[src/hdl/framed_command_receiver_crc16_unit_macros.svh]
// Assertion macros shared by the receiver RTL.
// Each macro expects clk and rst_n to be visible at the point of use.
`ifndef FRAMED_COMMAND_RECEIVER_CRC16_UNIT_MACROS_SVH
`define FRAMED_COMMAND_RECEIVER_CRC16_UNIT_MACROS_SVH

`ifndef SYNTHESIS
`define FCR_ASSERT_IMP(lbl, ante, cons) \
    lbl: assert property (@(posedge clk) disable iff (!rst_n) (ante) |-> (cons)) \
        else $error("assertion failed");
`define FCR_ASSERT_NEXT(lbl, ante, cons) \
    lbl: assert property (@(posedge clk) disable iff (!rst_n) (ante) |=> (cons)) \
        else $error("assertion failed");
`else
`define FCR_ASSERT_IMP(lbl, ante, cons)
`define FCR_ASSERT_NEXT(lbl, ante, cons)
`endif

`endif

[src/hdl/fcr_pkg.sv]
`timescale 1ns / 1ps
`default_nettype none

package fcr_pkg;

    localparam logic [7:0]  FRAME_START       = 8'hAA;
    localparam logic [7:0]  FRAME_END         = 8'h55;
    localparam logic [7:0]  OWN_ADDRESS_RESET = 8'h20;
    localparam logic [15:0] CRC_INIT          = 16'hFFFF;
    localparam logic [15:0] CRC_POLY          = 16'h1021;

    localparam int PAYLOAD_BYTES = 8;
    localparam int HALF_W        = 32;
    localparam int OUT_FIELDS_W  = 2 + 8 + 2 * HALF_W;
    localparam int OUT_TDATA_W   = ((OUT_FIELDS_W + 7) / 8) * 8;
    localparam int OUT_PAD_W     = OUT_TDATA_W - OUT_FIELDS_W;

    // byte positions within a frame; hunting for start at zero
    localparam logic [3:0] POS_HUNT     = 4'd0;
    localparam logic [3:0] POS_ADDR     = 4'd1;
    localparam logic [3:0] POS_CMD      = 4'd2;
    localparam logic [3:0] POS_PAY0     = 4'd3;
    localparam logic [3:0] POS_PAY_LAST = 4'd10;
    localparam logic [3:0] POS_CRC_HI   = 4'd11;
    localparam logic [3:0] POS_CRC_LO   = 4'd12;
    localparam logic [3:0] POS_END      = 4'd13;

    typedef enum logic [1:0] {
        VERDICT_ACCEPT  = 2'd0,
        VERDICT_REJECT  = 2'd1,
        VERDICT_CRC_ERR = 2'd2
    } fcr_verdict_t;

    typedef struct packed {
        logic                last_byte;
        fcr_verdict_t        verdict;
        logic [7:0]          command_code;
        logic [HALF_W-1:0]   payload_first_half;
        logic [HALF_W-1:0]   payload_second_half;
    } fcr_result_t;

    // CRC-16-CCITT, MSB first, one byte
    function automatic logic [15:0] crc_feed(input logic [15:0] crc, input logic [7:0] b);
        logic [15:0] c;
        c = crc ^ {b, 8'h00};
        for (int k = 0; k < 8; k++)
        begin
            c = c[15] ? ({c[14:0], 1'b0} ^ CRC_POLY) : {c[14:0], 1'b0};
        end
        return c;
    endfunction

endpackage

`default_nettype wire

[src/hdl/fcr_frame_tracker.sv]
`timescale 1ns / 1ps
`default_nettype none
`include "framed_command_receiver_crc16_unit_macros.svh"

module fcr_frame_tracker
    import fcr_pkg::*;
(
    input  wire logic        clk,
    input  wire logic        rst_n,
    input  wire logic        step,
    input  wire logic [7:0]  rx_byte,
    input  wire logic [7:0]  own_address,
    output fcr_result_t      result
);

    logic [3:0]  pos_reg, pos_next;
    logic [15:0] crc_reg, crc_next;
    logic        addr_match_reg, addr_match_next;
    logic [7:0]  command_reg, command_next;
    logic [PAYLOAD_BYTES-1:0][7:0] payload_reg, payload_next;
    logic [15:0] rx_crc_reg, rx_crc_next;

    logic [15:0] crc_fed;
    logic [3:0]  pay_off;
    logic [2:0]  pay_idx;
    logic        accept;

    assign crc_fed = crc_feed(crc_reg, rx_byte);
    assign pay_off = pos_reg - POS_PAY0;
    assign pay_idx = pay_off[2:0];

    always_comb
    begin
        pos_next        = pos_reg;
        crc_next        = crc_reg;
        addr_match_next = addr_match_reg;
        command_next    = command_reg;
        payload_next    = payload_reg;
        rx_crc_next     = rx_crc_reg;
        if (step)
        begin
            priority if (pos_reg == POS_HUNT)
            begin
                if (rx_byte == FRAME_START)
                begin
                    crc_next = CRC_INIT;
                    pos_next = POS_ADDR;
                end
            end
            else if (pos_reg == POS_ADDR)
            begin
                crc_next        = crc_fed;
                addr_match_next = (rx_byte == own_address);
                pos_next        = POS_CMD;
            end
            else if (pos_reg == POS_CMD)
            begin
                crc_next     = crc_fed;
                command_next = rx_byte;
                pos_next     = POS_PAY0;
            end
            else if (pos_reg <= POS_PAY_LAST)
            begin
                crc_next              = crc_fed;
                payload_next[pay_idx] = rx_byte;
                pos_next              = pos_reg + 4'd1;
            end
            else if (pos_reg == POS_CRC_HI)
            begin
                rx_crc_next[15:8] = rx_byte;
                pos_next          = POS_CRC_LO;
            end
            else if (pos_reg == POS_CRC_LO)
            begin
                rx_crc_next[7:0] = rx_byte;
                pos_next         = POS_END;
            end
            else
            begin
                // end byte, or a position that should never occur
                pos_next = POS_HUNT;
                crc_next = CRC_INIT;
            end
        end
    end

    always_comb
    begin
        result.last_byte = (pos_reg == POS_END);
        if (rx_byte != FRAME_END || !addr_match_reg)
            result.verdict = VERDICT_REJECT;
        else if (crc_reg != rx_crc_reg)
            result.verdict = VERDICT_CRC_ERR;
        else
            result.verdict = VERDICT_ACCEPT;
        accept = (result.verdict == VERDICT_ACCEPT);
        result.command_code        = accept ? command_reg : 8'h00;
        result.payload_first_half  = accept ? payload_reg[3:0] : '0;
        result.payload_second_half = accept ? payload_reg[7:4] : '0;
    end

    always_ff @(posedge clk or negedge rst_n)
    begin
        if (!rst_n)
        begin
            pos_reg        <= POS_HUNT;
            crc_reg        <= CRC_INIT;
            addr_match_reg <= 1'b0;
        end
        else
        begin
            pos_reg        <= pos_next;
            crc_reg        <= crc_next;
            addr_match_reg <= addr_match_next;
        end
    end

    always_ff @(posedge clk)
    begin
        command_reg <= command_next;
        payload_reg <= payload_next;
        rx_crc_reg  <= rx_crc_next;
    end

    `FCR_ASSERT_IMP(a_pos_in_range, 1'b1, pos_reg <= POS_END)
    `FCR_ASSERT_NEXT(a_end_rearms, step && pos_reg == POS_END,
        pos_reg == POS_HUNT && crc_reg == CRC_INIT)
    `FCR_ASSERT_NEXT(a_hold_when_idle, !step, $stable(pos_reg) && $stable(crc_reg))
    `FCR_ASSERT_NEXT(a_start_seen, step && pos_reg == POS_HUNT && rx_byte == FRAME_START,
        pos_reg == POS_ADDR && crc_reg == CRC_INIT)

endmodule

`default_nettype wire

[src/hdl/framed_command_receiver_crc16_unit.sv]
`timescale 1ns / 1ps
`default_nettype none
`include "framed_command_receiver_crc16_unit_macros.svh"

// The end byte is held in the input register; its verdict is then registered for m_axis.
// Throughput: one byte per cycle, stalled while an end byte waits on a full output register;
// the CRC byte update and frame counter step share a cycle. The input register keeps accepting
// while a verdict waits in the output register. Reset (rst_n low, asynchronous): hunting for
// start, CRC 0xFFFF, own_address 0x20, both stages empty.
module framed_command_receiver_crc16_unit
    import fcr_pkg::*;
(
    input  wire logic                   clk,
    input  wire logic                   rst_n,
    input  wire logic                   s_axis_tvalid,
    output      logic                   s_axis_tready,
    input  wire logic [7:0]             s_axis_tdata,   // rx_byte
    output      logic                   m_axis_tvalid,
    input  wire logic                   m_axis_tready,
    // verdict[1:0], command_code[9:2], payload_first_half[41:10],
    // payload_second_half[73:42], zero fill above
    output      logic [OUT_TDATA_W-1:0] m_axis_tdata,
    input  wire logic                   cfg_valid,
    output      logic                   cfg_ready,
    input  wire logic [7:0]             cfg_data        // own_address
);

    logic                   in_valid_reg, in_valid_next;
    logic [7:0]             in_byte_reg, in_byte_next;
    logic                   out_valid_reg, out_valid_next;
    logic [OUT_TDATA_W-1:0] out_data_reg, out_data_next;
    logic [7:0]             own_addr_reg, own_addr_next;

    logic        out_free;
    logic        advance;
    logic        emit;
    fcr_result_t result;

    fcr_frame_tracker u_tracker (
        .clk         (clk),
        .rst_n       (rst_n),
        .step        (advance),
        .rx_byte     (in_byte_reg),
        .own_address (own_addr_reg),
        .result      (result)
    );

    assign cfg_ready     = 1'b1;
    assign out_free      = !out_valid_reg || m_axis_tready;
    assign advance       = in_valid_reg && (!result.last_byte || out_free);
    assign emit          = advance && result.last_byte;
    assign s_axis_tready = !in_valid_reg || advance;
    assign m_axis_tvalid = out_valid_reg;
    assign m_axis_tdata  = out_data_reg;

    always_comb
    begin
        in_valid_next  = in_valid_reg;
        in_byte_next   = in_byte_reg;
        out_valid_next = out_valid_reg;
        out_data_next  = out_data_reg;
        own_addr_next  = own_addr_reg;
        if (s_axis_tready)
            in_valid_next = s_axis_tvalid;
        if (s_axis_tvalid && s_axis_tready)
            in_byte_next = s_axis_tdata;
        if (emit)
        begin
            out_valid_next = 1'b1;
            out_data_next  = {{OUT_PAD_W{1'b0}}, result.payload_second_half,
                              result.payload_first_half, result.command_code,
                              result.verdict};
        end
        else if (m_axis_tready)
            out_valid_next = 1'b0;
        if (cfg_valid && cfg_ready)
            own_addr_next = cfg_data;
    end

    always_ff @(posedge clk or negedge rst_n)
    begin
        if (!rst_n)
        begin
            in_valid_reg  <= 1'b0;
            out_valid_reg <= 1'b0;
            own_addr_reg  <= OWN_ADDRESS_RESET;
        end
        else
        begin
            in_valid_reg  <= in_valid_next;
            out_valid_reg <= out_valid_next;
            own_addr_reg  <= own_addr_next;
        end
    end

    always_ff @(posedge clk)
    begin
        in_byte_reg  <= in_byte_next;
        out_data_reg <= out_data_next;
    end

    `FCR_ASSERT_IMP(a_reject_clears_fields,
        out_valid_reg && out_data_reg[1:0] != VERDICT_ACCEPT,
        out_data_reg[OUT_TDATA_W-1:2] == '0)
    `FCR_ASSERT_NEXT(a_input_held, in_valid_reg && !advance,
        in_valid_reg && $stable(in_byte_reg))
    `FCR_ASSERT_IMP(a_emit_needs_room, emit, out_free)

endmodule

`default_nettype wire
[config.mk]
export PLATFORM = sky130hd
export DESIGN_NAME = framed_command_receiver_crc16_unit
export DESIGN_NICKNAME = d
export VERILOG_FILES = /design/src/hdl/fcr_pkg.sv /design/src/hdl/fcr_frame_tracker.sv /design/src/hdl/framed_command_receiver_crc16_unit.sv
export VERILOG_INCLUDE_DIRS = /design/src /design/src/hdl
export SDC_FILE = /design/constraint.sdc
export NUM_CORES = 1
export LEC_CHECK = 0
export ABC_AREA = 1
export BUFFER_PORTS_ARGS = -buffer_cell sky130_fd_sc_hd__buf_2
export CAP_MARGIN = 20
export CORE_UTILIZATION = 63
export CTS_BUF_LIST = sky130_fd_sc_hd__clkbuf_4
export CTS_CLUSTER_DIAMETER = 50
export DETAILED_ROUTE_END_ITERATION = 8
export GPL_TIMING_DRIVEN = 0
export MAX_ROUTING_LAYER = met4
export PLACE_DENSITY = 0.86
export SYNTH_ARGS = -nofsm -noshare
export SYNTH_HDL_FRONTEND = slang
export SYNTH_SLANG_ARGS = --single-unit
[constraint.sdc]
create_clock -name clk -period 6.77 [get_ports clk]
set_input_delay 0.677 -clock clk [delete_from_list [all_inputs] [get_ports clk]]
set_output_delay 0.677 -clock clk [all_outputs]
set_load 0.02 [all_outputs]
Word level (Yosys, flattened, before mapping)
Cells that the tools add are included.
{"block": "word_totals", "regBits": 201, "latch_bits": 0, "ramBits": 0, "rom_bits": 0, "in_bits": 21, "out_inout_bits": 83, "wordCells": 102, "mem_count": 0}
{"block": "op_classes", "add_sub_neg": 2, "multipliers": 0, "div_mod_pow": 0, "order_cmp": 3, "n_eq_ne": 12, "n_shift": 0, "mux": 29, "bitwise": 14, "n_reduce_logical": 22}
{"cell": "$mux W16", "n": 7}
{"cell": "$mux W13", "n": 8}
{"cell": "$bwmux W64", "n": 1}
{"cell": "$mux W4", "n": 7}
{"cell": "$demux W8 S3", "n": 1}
{"cell": "$not A3 Y3", "n": 8}
{"cell": "$ne A16 B16 Y1", "n": 1}
{"cell": "$xor A16 B16 Y16", "n": 1}
{"cell": "$eq A4 B4 Y1 const B", "n": 3}
{"cell": "$ne A5 B1 Y1 const B", "n": 2}
{"cell": "$eq A8 B8 Y1", "n": 1}
{"cell": "$eq A8 B8 Y1 const B", "n": 1}
{"cell": "$mux W8", "n": 1}
{"cell": "$ne A8 B7 Y1 const B", "n": 1}
{"cell": "$reduce_and A4 Y1", "n": 2}
{"cell": "$reduce_and A7 Y1", "n": 1}
{"cell": "$reduce_and A6 Y1", "n": 1}
{"cell": "$not A1 Y1", "n": 5}
{"cell": "$reduce_and A5 Y1", "n": 1}
{"cell": "$add A4 B1 Y4 const B", "n": 1}
{"cell": "$eq A4 B1 Y1 const B", "n": 1}
{"cell": "$eq A4 B2 Y1 const B", "n": 1}
{"cell": "$le A4 B4 Y1 const B", "n": 1}
{"cell": "$logic_and A1 B1 Y1", "n": 4}
{"cell": "other kinds (13)", "n": 21}

Longest topological paths before layout
Gate-level depths: netlist of run 1.
{"block": "depth", "ltp_word": 21, "mapped_depth": 10}

By module
Synthesis of run 1 repeated with hierarchy kept, for this count alone.
{"block": "hier_totals", "cells_unflattened": 750, "hier_area_um2": 8439.3}
{"module": "fcr_frame_tracker", "n_inst": 1, "cells_per_inst": 611, "area_each_um2": 5500.3, "seq_area_each_um2": 3188.1}
{"module": "framed_command_receiver_crc16_unit", "n_inst": 1, "cells_per_inst": 139, "area_each_um2": 2939.1, "seq_area_each_um2": 2713.9}

Worst setup path before layout of run 1
Ideal clock, no wire load.
{"block": "synth_timing", "path_kind": "input-to-reg", "startpoint": "input port m_axis_tready", "endpoint": "register out_data_reg[0], in the netlist m_axis_tdata[0], enable pin", "arrival_time_ns": 2.561, "setup_slack_ns": 3.782, "path_stages": 6, "path_buffers": 0, "path_cell_list": "inv_1 > nand2_1 > nor2_1 > nor2_2 > nand3_1 > inv_1"}
{"block": "synth_via", "elab_chain_len": 4}
{"element": "start, declared", "line": "framed_command_receiver_crc16_unit.sv:19", "text": "input wire logic m_axis_tready,"}
{"element": "$logic_or A1 B1 Y1", "line": "framed_command_receiver_crc16_unit.sv:49", "text": "assign out_free = !out_valid_reg || m_axis_tready;"}
{"element": "$logic_or A1 B1 Y1", "line": "framed_command_receiver_crc16_unit.sv:50", "text": "assign advance = in_valid_reg && (!result.last_byte || out_free);"}
{"element": "$logic_and A1 B1 Y1", "line": "framed_command_receiver_crc16_unit.sv:50"}
{"element": "$logic_and A1 B1 Y1", "line": "framed_command_receiver_crc16_unit.sv:51", "text": "assign emit = advance && result.last_byte;"}
{"element": "named net emit", "line": "framed_command_receiver_crc16_unit.sv:36", "text": "logic emit;"}
{"element": "end signal, assigned", "line": "framed_command_receiver_crc16_unit.sv:99", "text": "out_data_reg <= out_data_next;"}
{"element": "end, declared", "line": "framed_command_receiver_crc16_unit.sv:31", "text": "logic [OUT_TDATA_W-1:0] out_data_reg, out_data_next;"}
The timed path passes the listed nets, and every way through them passes these cells.
A chain may end at the register's enable or synchronous reset.

Worst setup path after layout of run 1
{"block": "layout_timing", "startpoint": "register u_tracker.pos_reg[0]", "endpoint": "register u_tracker.payload_reg[14] (netlist bit), enable pin"}
{"block": "layout_via", "elab_chain_len": 5, "word_cells_on_any_way": 12}
{"element": "start, declared", "line": "fcr_frame_tracker.sv:16", "text": "logic [3:0] pos_reg, pos_next;"}
{"element": "start signal, assigned", "line": "fcr_frame_tracker.sv:112", "text": "pos_reg <= pos_next;"}
{"element": "$eq A4 B4 Y1", "line": "fcr_frame_tracker.sv:89", "text": "result.last_byte = (pos_reg == POS_END);"}
{"element": "$logic_not A1 Y1", "line": "framed_command_receiver_crc16_unit.sv:50"}
{"element": "$logic_or A1 B1 Y1", "line": "framed_command_receiver_crc16_unit.sv:50"}
{"element": "$logic_and A1 B1 Y1", "line": "framed_command_receiver_crc16_unit.sv:50"}
{"element": "$reduce_and A5 Y1 (no line) (*)"}
{"element": "end signal, assigned", "line": "fcr_frame_tracker.sv:121", "text": "payload_reg <= payload_next;"}
{"element": "end, declared", "line": "fcr_frame_tracker.sv:20", "text": "logic [PAYLOAD_BYTES-1:0][7:0] payload_reg, payload_next;"}
Mark *: on every way between the ends. The rest lies on a longest branch, timed or not.

==> qor.yml, run 1 <==
worst_setup_path:
  cp-end-kind: "flop"
  cp-start-kind: "flop"
  path_max_fanout: 8
  critPathRequiredTime_ns: 6.99
  slowest_delay_ns: 0.85
  cp_slowest_cell: "nor3_1"
  path_cells: "inv_1 -> ha_1 -> o21ai_0 -> nand2_1 -> nor2_1 -> nand2_1 -> nor3_1"
  arrival_ns: 3.07
  cpMostUsedCell: "nand2_1"
  criticalPathCategory: "flop to flop"
synthesis:
  synth-seq-area-share: 0.7112
  yosys_warnings: 0
  syn_area_sq_mm: 0.008298
  synth-edff-count: 170
  synth_cell_types: 27
  yosys.area.top_type_share: 0.6152
  synth_top_area_cell: "edfxtp_1"
  avgSynthCellArea_sq_um: 11.54
  ys_top_cells_by_count: "170 x edfxtp_1, 165 x nand2_1, 134 x inv_1"
  synth_cells: 719
  ys_top_cells_by_area: "edfxtp_1 62%, nand2_1 7.5%, inv_1 6.1%"
  ys_seq_elements: 201
  yosys_most_used_dff: "edfxtp_1"
  ys_async_sr_fraction: 0.1542
  yosysMostFrequentCell: "edfxtp_1"
routing:
  wire_per_inst_um: 14.45
  ant_nets: 0
  wl_mm: 15.61
  vias: 5365
  drt_iter0_markers: 409
  drt_pre_antenna_iters: 5
  via_per_inst: 4.968
  drc_errors: 0
status:
  run_status: "finished clean"
floorplan:
  rows: 41
  initial_core_util: 0.6522
  io_pins: 104
  die_height_um: 116.8
  die_w_um: 116.8
  die_area_sq_mm: 0.01363
  core_sq_mm: 0.01272
clocking:
  clock_latency_ns: 0.61
  clock-sinks: 201
  clk_pin_slew_worst_paths_ns: 0.07
  cts_tree: "yes"
  cts_setup_buffers: 0
  clockBufferDepth: 3
  numCtsBuffers: 46
  post_cts_resized: 0
  cts_hold_buf: 0
  htreeDepth: 2
  root_buffer: "clkbuf_4"
timing:
  hold_slack_ns: 0.1299
  hold_viol: 0
  clock.fmax_ghz: 0.3501
  drv_slew: 0
  rsz0062_at_grt: "no"
  fin_tns_setup_ns: 0
  fin_crit_sh: 0.4219
  min_period_ns: 2.856
  finalSetupViolations: 0
  finalClockSkew_ns: 0.02610
  slew_headroom: 0.2805
  worstMarginPinSlew_ns: 1.071
global_routing:
  grt_pass1_wl_mm: 24.81
  grt_use_total: 0.2530
  antenna_found_initial: 0
  grt_pass1_vias: 5227
  grt_max_degree: 49
  gr-total-overflow: 0
placed_design:
  numPortBuffers: 95
  place.gp.congestion: 0.9405
  dp.cells: 994
  placed_area_sq_mm: 0.009037
  hpwlAfterDp_mm: 9.980
finish:
  final_nets: 898
  drive_above_1_share: 0.2830
  area_growth_pct: 16.21
  fin_cells: 1080
  post-route-cell-area_sq_mm: 0.009643
  largest_reg_flops: 74
  antenna_cells: 0
min_path:
  min_path_type: "input pin to asynchronous set/reset pin"
power_and_ir_drop:
  pwr_density_cell_mw_per_mm2: 338.4
  irDropWorstVdd_mv: 0.2380
  leakagePower_nw: 4.590
  total_power_w: 0.003264
flow_run:
  drv_cap: 0
-- stage by stage --
stage | utilization | worst slack, ns
after global routing | 0.7580 | 3.777
after detailed placement | 0.7104 | 3.839
final | 0.7580 | 3.914
after global placement | 0.7080 | 3.214
after CTS | 0.7566 | 3.778
after floorplan | - | 3.782
-- layout make-up --
class	instances	area (sq um)
sequential	201	5902
fill	827	3079
multi-input combinational	370	1754
clock buffer	71	533.0
timing repair buffer	101	523.0
inverter	136	510.5
tap	172	215.2
buffer	17	150.1
clock inverter	12	55.05
-- power by group --
part	internal (W)	switching (W)	total, W	leakage (nW)
Clock	0.000480	0.000442	0.000922	0.352
Combinational	0.000224	0.000464	0.000688	2.19
Sequential	0.00153	0.000124	0.00165	2.05
-- final timing paths --
| check | from | end | slack [ns] | cells after the start |
|---|---|---|---|---|
| max | u_tracker.pos_reg[0] | u_tracker.payload_reg[14] | 3.91 | 7 |
| min reg2reg | u_tracker.crc_reg[6] | u_tracker.crc_reg[6] | 0.49 | 2 |
| max in group asynchronous | rst_n | in_valid_reg | 6.18 | 1 |
| max reg2reg | u_tracker.pos_reg[0] | u_tracker.payload_reg[14] | 3.91 | 7 |
| min in group clk | s_axis_tdata[1] | in_byte_reg[1] | 0.26 | 1 |
| min | rst_n | own_addr_reg[1] | 0.13 | 1 |
-- cell usage in the layout, fill, tap and decap left out, drive strengths merged --
cell type,instances
clkbuf,74
clkinv,10
dfrtp,14
nand3,31
nor3,10
edfxtp,170
nand3b,1
nand4,3
nand2,166
nor2,104
ha,4
xor2,6
inv,137
o21ai,17
clkinvlp,1
dfstp,17
a21oi,4
conb,7
mux2,8
buf,115
xnor2,9
-- routing by layer --
layer  wire (um)  up-vias  part of all wire  track usage
met2        7878      212              0.50       0.4213
li1            -     2615                 -            -
met3        1042       27             0.067      0.05034
met5           0        -                 0            -
met4         360        0             0.023       0.1131
met1        6324     2511              0.41       0.3001
-- worst max-delay path, delay by kind of cell (launching register included) --
kind                       cells  cell delay (ns)
AOI/OAI and AO/OA              1             0.22
adders and majority gates      1             0.26
buffers and inverters          1             0.18
DFF                            1             0.54
and+or+nand+nor                4             1.28
-- logic make-up after synthesis --
logic type               count (synthesis)  share of synthesized area
AND/OR/NAND/NOR                        315                     0.1624
flip-flops                             201                     0.7112
buffers and inverters                  153                    0.07961
AO/OA/AOI/OAI                           21                    0.01312
XOR/XNOR                                15                    0.01583
multiplexers                             8                    0.01086
adder cells (fa/ha/maj)                  4                   0.006032
other                                    2                  0.0009050
Power figures use the tool's default switching activity.
==> run 2, diff against run 1 <==
--- a/config.mk
+++ b/config.mk
@@ -6,16 +6,16 @@
 export SDC_FILE = /design/constraint.sdc
 export NUM_CORES = 1
 export LEC_CHECK = 0
-export ABC_AREA = 1
+export ABC_AREA = 0
 export BUFFER_PORTS_ARGS = -buffer_cell sky130_fd_sc_hd__buf_2
 export CAP_MARGIN = 20
-export CORE_UTILIZATION = 63
+export CORE_UTILIZATION = 54
 export CTS_BUF_LIST = sky130_fd_sc_hd__clkbuf_4
 export CTS_CLUSTER_DIAMETER = 50
 export DETAILED_ROUTE_END_ITERATION = 8
 export GPL_TIMING_DRIVEN = 0
 export MAX_ROUTING_LAYER = met4
-export PLACE_DENSITY = 0.86
+export PLACE_DENSITY = 0.78
 export SYNTH_ARGS = -nofsm -noshare
 export SYNTH_HDL_FRONTEND = slang
 export SYNTH_SLANG_ARGS = --single-unit
==> constraint.sdc (replaced) <==
create_clock -name clk -period 2.44 [get_ports clk]
set_input_delay 0.244 -clock clk [delete_from_list [all_inputs] [get_ports clk]]
set_output_delay 0.244 -clock clk [all_outputs]
set_load 0.02 [all_outputs]
==> run 2 against run 1 <==
First-iteration DRC count shrank 36%; synthesized cell count fell by 23%; global-route usage fell by 3.9 points; combinational power rose to 4.2 times the previous value; flip-flop and latch count unchanged; total power rose to 3.2 times the previous value; hold slack got worse by 0.053 ns; clock-buffer cell count is 1 higher; register-to-register slack worse by 3.9 ns; clock skew is 0.025 ns higher; largest power group unchanged.
==> qor.yml, run 2 <==
min_path:
  min_from: "cfg_valid"
  hold_depth: 2
  min_to: "own_addr_reg[2]"
  min_path_type: "input pin to flop"
floorplan:
  rows: 45  # +9.8%
  die_w_um: 128.6  # +10%
  die_area_sq_mm: 0.01655  # +21%
  core_sq_mm: 0.01543  # +21%
  die_height_um: 128.6  # +10%
  initial_core_util: 0.5613  # -0.09093
  io_pins: 104  # unchanged
global_routing:
  gr-total-overflow: 0  # unchanged
  grt_pass1_vias: 5030  # -3.8%
  grt_pass1_wl_mm: 25.85  # +4.2%
  grt_use_total: 0.2135  # -0.03945
  antenna_found_initial: 0  # unchanged
  grt_max_degree: 40  # -18%
power_and_ir_drop:
  pwr-share-comb: 0.277  # +0.066
  sequentialPowerShare: 0.440  # -0.067
  leakagePower_nw: 4.298  # -6.4%
  swShare: 0.2904  # -0.02510
  irDropWorstVdd_mv: 0.5837  # +150%
  p_int_w: 0.007376  # +230%
  pwr_density_cell_mw_per_mm2: 977.9  # +190%
  clock_power_share: 0.283  # about the same
  netSwitchingPower_w: 0.003019  # +190%
worst_setup_path:
  arrival_ns: 2.74  # -0.33 ns
  path_max_fanout: 8  # unchanged
  critPathRequiredTime_ns: 2.76  # -4.23 ns
  r2r_setup_slack_ns: 0.02  # -3.89 ns
  cp-end-kind: "flop"
  timing.rr.start: "u_tracker.pos_reg[0]"
  reg2reg_depth: 8  # +1
  criticalPathCategory: "flop to flop"
  r2r_end: "u_tracker.payload_reg[24]"
  cp-start-kind: "flop"
placed_design:
  place_ws_ns: -0.5851  # -4.424 ns
  dp.cells: 869  # -13%
  place.gp.congestion: 0.8548  # -9.1%
  numPortBuffers: 95  # unchanged
  hpwlAfterDp_mm: 10.01  # +0.30%
clocking:
  clockBufferDepth: 3  # unchanged
  clock_latency_ns: 0.67  # +0.06 ns
  htreeDepth: 2  # unchanged
  clk_pin_slew_worst_paths_ns: 0.08  # about the same
  root_buffer: "clkbuf_4"
  cts_tree: "yes"
  numCtsBuffers: 49  # +6.5%
  clock-sinks: 201  # unchanged
finish:
  fin_cells: 990  # -8.3%
  layout_commonest_cell: "edfxtp_1"
  largest_reg_flops: 74  # unchanged
  fillers: 1078  # +30%
  area_growth_pct: 22.76
  drive_above_1_share: 0.4583  # +0.1752
  antenna_cells: 0  # unchanged
  final_nets: 772  # -14%
  final_cell_mix: "170 x edfxtp_1, 104 x buf_2, 76 x inv_1"
synthesis:
  synth_top_area_cell: "edfxtp_1"
  synth-seq-area-share: 0.6815  # -0.02970
  ys_async_sr_fraction: 0.1542  # unchanged
  yosys_warnings: 0  # unchanged
  ys_top_cells_by_count: "170 x edfxtp_1, 76 x inv_1, 70 x nor3_2"
  yosysMostFrequentCell: "edfxtp_1"
  synthSimpleGateAreaFrac: 0.1325  # -0.02990
  synth_compound_area_frac: 0.02326  # +0.01014
  synthXorXnorAreaFrac: 0.06357  # +0.04774
  syn_area_sq_mm: 0.008660  # +4.4%
  ys_seq_elements: 201  # unchanged
  yosys_most_used_dff: "edfxtp_1"
  yosys.area_share.adder: 0.005780  # -0.0002519
  avgSynthCellArea_sq_um: 15.57  # +35%
  synth-edff-count: 170  # unchanged
  ys_top_cells_by_area: "edfxtp_1 59%, nor3_2 8.1%, dfstp_2 5.2%"
  synth_mux_area_frac: 0.03381  # +0.02295
  synth_top_family_by_area: "simple AND/OR/NAND/NOR gates"
  yosys.area.top_type_share: 0.5895  # -0.02569
  synth_cells: 556  # -23%
  synth_cell_types: 52  # +93%
routing:
  vias: 4961  # -7.5%
  ant_nets: 0  # unchanged
  drt_pre_antenna_iters: 5  # unchanged
  wire_per_inst_um: 16.32  # +13%
  drt_iter0_markers: 262  # -36%
  wl_mm: 16.16  # +3.6%
  drc_errors: 0  # unchanged
  via_per_inst: 5.011  # +0.88%
timing:
  drv_slew: 0  # unchanged
  hold_viol: 0  # unchanged
  finalSetupViolations: 0  # unchanged
  fin_crit_sh: 0.9900  # +0.5681
  slew_headroom: 0.4370  # +0.1564
  clock.fmax_ghz: 0.4140  # +18%
  min_period_ns: 2.416  # -0.4407 ns
  worstMarginPinSlew_ns: 0.8414  # -0.2295 ns
  layout_setup_ws_ns: 0.02436  # -3.889 ns
  finalClockSkew_ns: 0.05148  # +0.02538 ns
flow_run:
  drv_cap: 0  # unchanged
status:
  run_status: "finished clean"
-- run 2: routing by layer --
metal / part of all wire / global-route usage / vias up
met3: 0.057 / 0.04574 / 45
met4: 0.027 / 0.09135 / 0
met2: 0.51 / 0.3555 / 182
met1: 0.41 / 0.2516 / 2393
met5: 0 / - / -
li1: - / - / 2341
-- run 2: how the worst max path moves through the flow --
stage,end,start,cells past startpoint
4_1_cts,u_tracker.payload_reg[24],u_tracker.pos_reg[1],8
2_1_floorplan,u_tracker.payload_reg[0],u_tracker.pos_reg[0],6
6_report,u_tracker.payload_reg[24],u_tracker.pos_reg[0],8
3_5_place_dp,u_tracker.payload_reg[6],u_tracker.pos_reg[0],6
5_1_grt,u_tracker.payload_reg[28],u_tracker.pos_reg[0],8
3_3_place_gp,u_tracker.payload_reg[38],u_tracker.pos_reg[0],6
-- run 2: kinds of logic (layout without fill, tap and decap cells) --
logic type | after synthesis | count (layout)
DFF | 201 | 201
buffers and inverters | 106 | 324
adders and majority gates | 4 | 4
AOI/OAI and AO/OA | 22 | 22
other | 2 | 7
muxes | 23 | 23
and+or+nand+nor | 148 | 148
xor gates and xnor gates | 50 | 50
-- run 2: critical path, cell delays in order, from the launching register on --
cell and delay [ns]:
dfrtp_2 0.44, inv_1 0.11, ha_1 0.32, nor3b_2 0.23
a211oi_4 0.26, nand4_1 0.15, buf_4 0.20, buf_12 0.13
nor2_4 0.22
-- run 2: power groups by stage --
| stage | Clock [W] | Sequential (W) | Combinational, W |
|---|---|---|---|
| after floorplan | 0 | 0.00457 | 0.00206 |
| after global placement | 0 | 0.00465 | 0.00236 |
| after detailed placement | 0 | 0.00468 | 0.00245 |
| after CTS | 0.00299 | 0.00458 | 0.00280 |
| after global routing | 0.00316 | 0.00463 | 0.00313 |
| final | 0.00294 | 0.00458 | 0.00288 |
-- run 2: cell type report --
type	count	area (sq um)	share of cell area
multi-input combinational	254	2375	0.2234
buffer	30	222.7	0.02095
clock inverter	11	125.1	0.01177
timing repair buffer	135	913.4	0.08592
inverter	76	285.3	0.02684
tap	211	264.0	0.02484
clock buffer	72	540.5	0.05085
sequential	201	5904	0.5554
-- run 2: repair_timing --
action	CTS	global route
setup endpoints to repair	81	141
pin swaps	7	4
hold buffers	20	0
gates cloned	0	0
hold endpoints to repair	32	0
resized for setup	16	6
buffers inserted	13	5
-- run 2: stage by stage --
| step | hold slack [ns] | cell area (sq um) | setup TNS, ns | utilization | total power [W] |
|---|---|---|---|---|---|
| 6_report | 0.07663 | 10630 | 0 | 0.6891 | 0.01040 |
| 5_1_grt | 0.07589 | 10630 | -0.006873 | 0.6891 | 0.01093 |
| 4_1_cts | 0.05121 | 10580 | 0 | 0.6855 | 0.01037 |
| 3_5_place_dp | 0.3519 | 9480 | -24.47 | 0.6145 | 0.007127 |
| 3_3_place_gp | 0.3383 | 9440 | -57.61 | 0.6119 | 0.007013 |
| 2_1_floorplan | -0.05159 | 8701 | -4.744 | - | 0.006628 |
==> run 3, diff against run 2 <==
--- a/config.mk
+++ b/config.mk
@@ -14,7 +14,6 @@
 export CTS_CLUSTER_DIAMETER = 50
 export DETAILED_ROUTE_END_ITERATION = 8
 export GPL_TIMING_DRIVEN = 0
-export MAX_ROUTING_LAYER = met4
 export PLACE_DENSITY = 0.78
 export SYNTH_ARGS = -nofsm -noshare
 export SYNTH_HDL_FRONTEND = slang
==> constraint.sdc (replaced) <==
create_clock -name clk -period 2 [get_ports clk]
set_input_delay 0.2 -clock clk [delete_from_list [all_inputs] [get_ports clk]]
set_output_delay 0.2 -clock clk [all_outputs]
set_load 0.02 [all_outputs]
==> run 3 against run 2 <==
First-iteration DRC count up 24%; maximum frequency rose by 11%; critical path type unchanged; global-route usage rose by 0.58 points; largest cell class unchanged; worst setup slack got worse by 0.20 ns; combinational power rose by 51%; sequential share of layout area is 2.5 points lower; the run now ends with setup timing left.
==> qor.yml, run 3 (same netlist as run 2, synthesis figures left out) <==
clocking:
  htreeDepth: 2  # unchanged
  clockBufferDepth: 3  # unchanged
  clk_pin_slew_worst_paths_ns: 0.08  # about the same
  numCtsBuffers: 50  # +2.0%
  clock-sinks: 201  # unchanged
  cts_tree: "yes"
  clock_latency_ns: 0.65  # -0.02 ns
  root_buffer: "clkbuf_4"
routing:
  via_per_inst: 5.042  # +0.62%
  wl_mm: 17.88  # +11%
  drt_iter0_markers: 326  # +24%
  wire_per_inst_um: 17.20  # +5.3%
  vias: 5244  # +5.7%
  drt_pre_antenna_iters: 5  # unchanged
  drc_errors: 0  # unchanged
  ant_nets: 0  # unchanged
finish:
  antenna_cells: 0  # unchanged
  area_growth_pct: 28.61
  largest_reg_flops: 74  # unchanged
  layout_commonest_cell: "edfxtp_1"
  regArea_sq_mm: 0.005904  # unchanged
  fillers: 1014  # -5.9%
  drive_above_1_share: 0.4982  # +0.03991
  multi_input_area_sq_mm: 0.002530  # +6.5%
  final_nets: 814  # +5.4%
  final_cell_mix: "170 x edfxtp_1, 102 x buf_2, 74 x inv_1"
worst_setup_path:
  cp-start-kind: "flop"
  path_max_fanout: 8  # unchanged
  arrival_ns: 2.48  # -0.26 ns
  critPathRequiredTime_ns: 2.30  # -0.46 ns
  timing.rr.start: "u_tracker.pos_reg[0]"
  r2r_end: "u_tracker.payload_reg[28]"
  reg2reg_depth: 9  # +1
  cp-end-kind: "flop"
  r2r_setup_slack_ns: -0.18  # -0.20 ns
  criticalPathCategory: "flop to flop"
timing:
  slew_headroom: 0.4933  # +0.05637
  fin_crit_sh: 1.090  # +0.1002
  hold_viol: 0  # unchanged
  worstMarginPinSlew_ns: 0.7600  # -0.08145 ns
  finalClockSkew_ns: 0.03844  # -0.01304 ns
  layout_setup_ws_ns: -0.1804  # -0.2048 ns
  fin_tns_setup_ns: -7.652  # -7.652 ns
  min_period_ns: 2.180  # -0.2352 ns
  finalSetupViolations: 82  # +82
  drv_slew: 0  # unchanged
  rsz0062_at_grt: "yes"
  clock.fmax_ghz: 0.4586  # +11%
floorplan:
  initial_core_util: 0.5613  # unchanged
  rows: 45  # unchanged
  die_w_um: 128.6  # unchanged
  die_area_sq_mm: 0.01655  # unchanged
  core_sq_mm: 0.01543  # unchanged
  die_height_um: 128.6  # unchanged
  io_pins: 104  # unchanged
global_routing:
  grt_pass1_vias: 5138  # +2.1%
  grt_pass1_wl_mm: 27.15  # +5.0%
  antenna_found_initial: 0  # unchanged
  gr-total-overflow: 0  # unchanged
  grt_use_total: 0.2193  # +0.005782
  grt_max_degree: 41  # +2.5%
min_path:
  min_path_type: "input pin to flop"
  hold_depth: 2  # unchanged
  min_to: "own_addr_reg[7]"
  min_from: "cfg_valid"
placed_design:
  place_ws_ns: -0.7648  # -0.1797 ns
  place.gp.congestion: 0.8381  # -2.0%
  numPortBuffers: 95  # unchanged
  hpwlAfterDp_mm: 10.10  # +0.94%
status:
  run_status: "finished with violations"
  violations: "setup timing"
power_and_ir_drop:
  total_power_w: 0.01317  # +27%
  pwr_density_cell_mw_per_mm2: 1183  # +21%
  leakagePower_nw: 4.546  # +5.8%
  irDropWorstVdd_mv: 0.7598  # +30%
flow_run:
  drv_cap: 0  # unchanged
[run 3: cell types whose count changed in the layout (fill, tap and decap cells not counted), sizes merged]
cell	delta
buf	+38
bufinv	-2
clkbuf	-6
clkinv	+20
clkinvlp	+1
inv	-1
[run 3: layer usage]
metal | vias up | track usage | share of wire
met2 | 209 | 0.3860 | 0.52
met4 | 0 | 0.08028 | 0.033
met1 | 2533 | 0.2629 | 0.38
met3 | 48 | 0.05239 | 0.069
li1 | 2454 | - | -
met5 | - | 0 | 0
[run 3: how the worst max path moves through the flow]
stage | start | end | slack (ns) | cells after the start
after floorplan | u_tracker.pos_reg[1] | m_axis_tdata[0] | -0.40 | 5
after global placement | u_tracker.pos_reg[1] | m_axis_tdata[56] | -0.82 | 5
after detailed placement | u_tracker.pos_reg[0] | u_tracker.payload_reg[43] | -0.76 | 6
after CTS | u_tracker.pos_reg[0] | u_tracker.payload_reg[28] | -0.14 | 9
after global routing | u_tracker.pos_reg[1] | u_tracker.payload_reg[62] | -0.26 | 9
final | u_tracker.pos_reg[0] | u_tracker.payload_reg[28] | -0.18 | 9
[run 3: area by class of cell]
class	instances	area share
clock buffer	63	0.04247
clock inverter	29	0.01337
inverter	76	0.02584
timing repair buffer	177	0.1170
multi-input combinational	254	0.2272
sequential	201	0.5302
tap	211	0.02371
buffer	29	0.02033
[run 3: where the power goes]
group / internal [W] / switching, W
Sequential: 0.00522 / 0.000328
Clock: 0.00164 / 0.00165
Combinational: 0.00225 / 0.00209
[run 3: critical path: stages, from the launching register on]
cell      delay (ns)
dfrtp_2         0.42
buf_6           0.13
ha_4            0.16
and3_4          0.19
a211oi_2        0.18
buf_4           0.16
nand4_1         0.11
buf_6           0.17
buf_6           0.11
nor2_4          0.21
[run 3: what timing repair did]
item                                   4_1_cts  5_1_grt
endpoints found under the hold margin       32        0
gates cloned                                 0        1
pin swaps                                   15       13
setup endpoints to repair                  240      138
setup buffers                               45       15
hold buffers                                20        0
resized for setup                           28       28
[run 3: metrics by stage]
stage / util / std cells / cell area [sq um] / hold slack [ns]
after global placement: 0.6175 / 867 / 9527 / 0.2957
after CTS: 0.7067 / 1025 / 10900 / 0.03806
after global routing: 0.7219 / 1040 / 11140 / 0.05076
after detailed placement: 0.6206 / 869 / 9574 / 0.3125
final: 0.7219 / 1040 / 11140 / 0.07565
after floorplan: - / 561 / 8787 / -0.09559
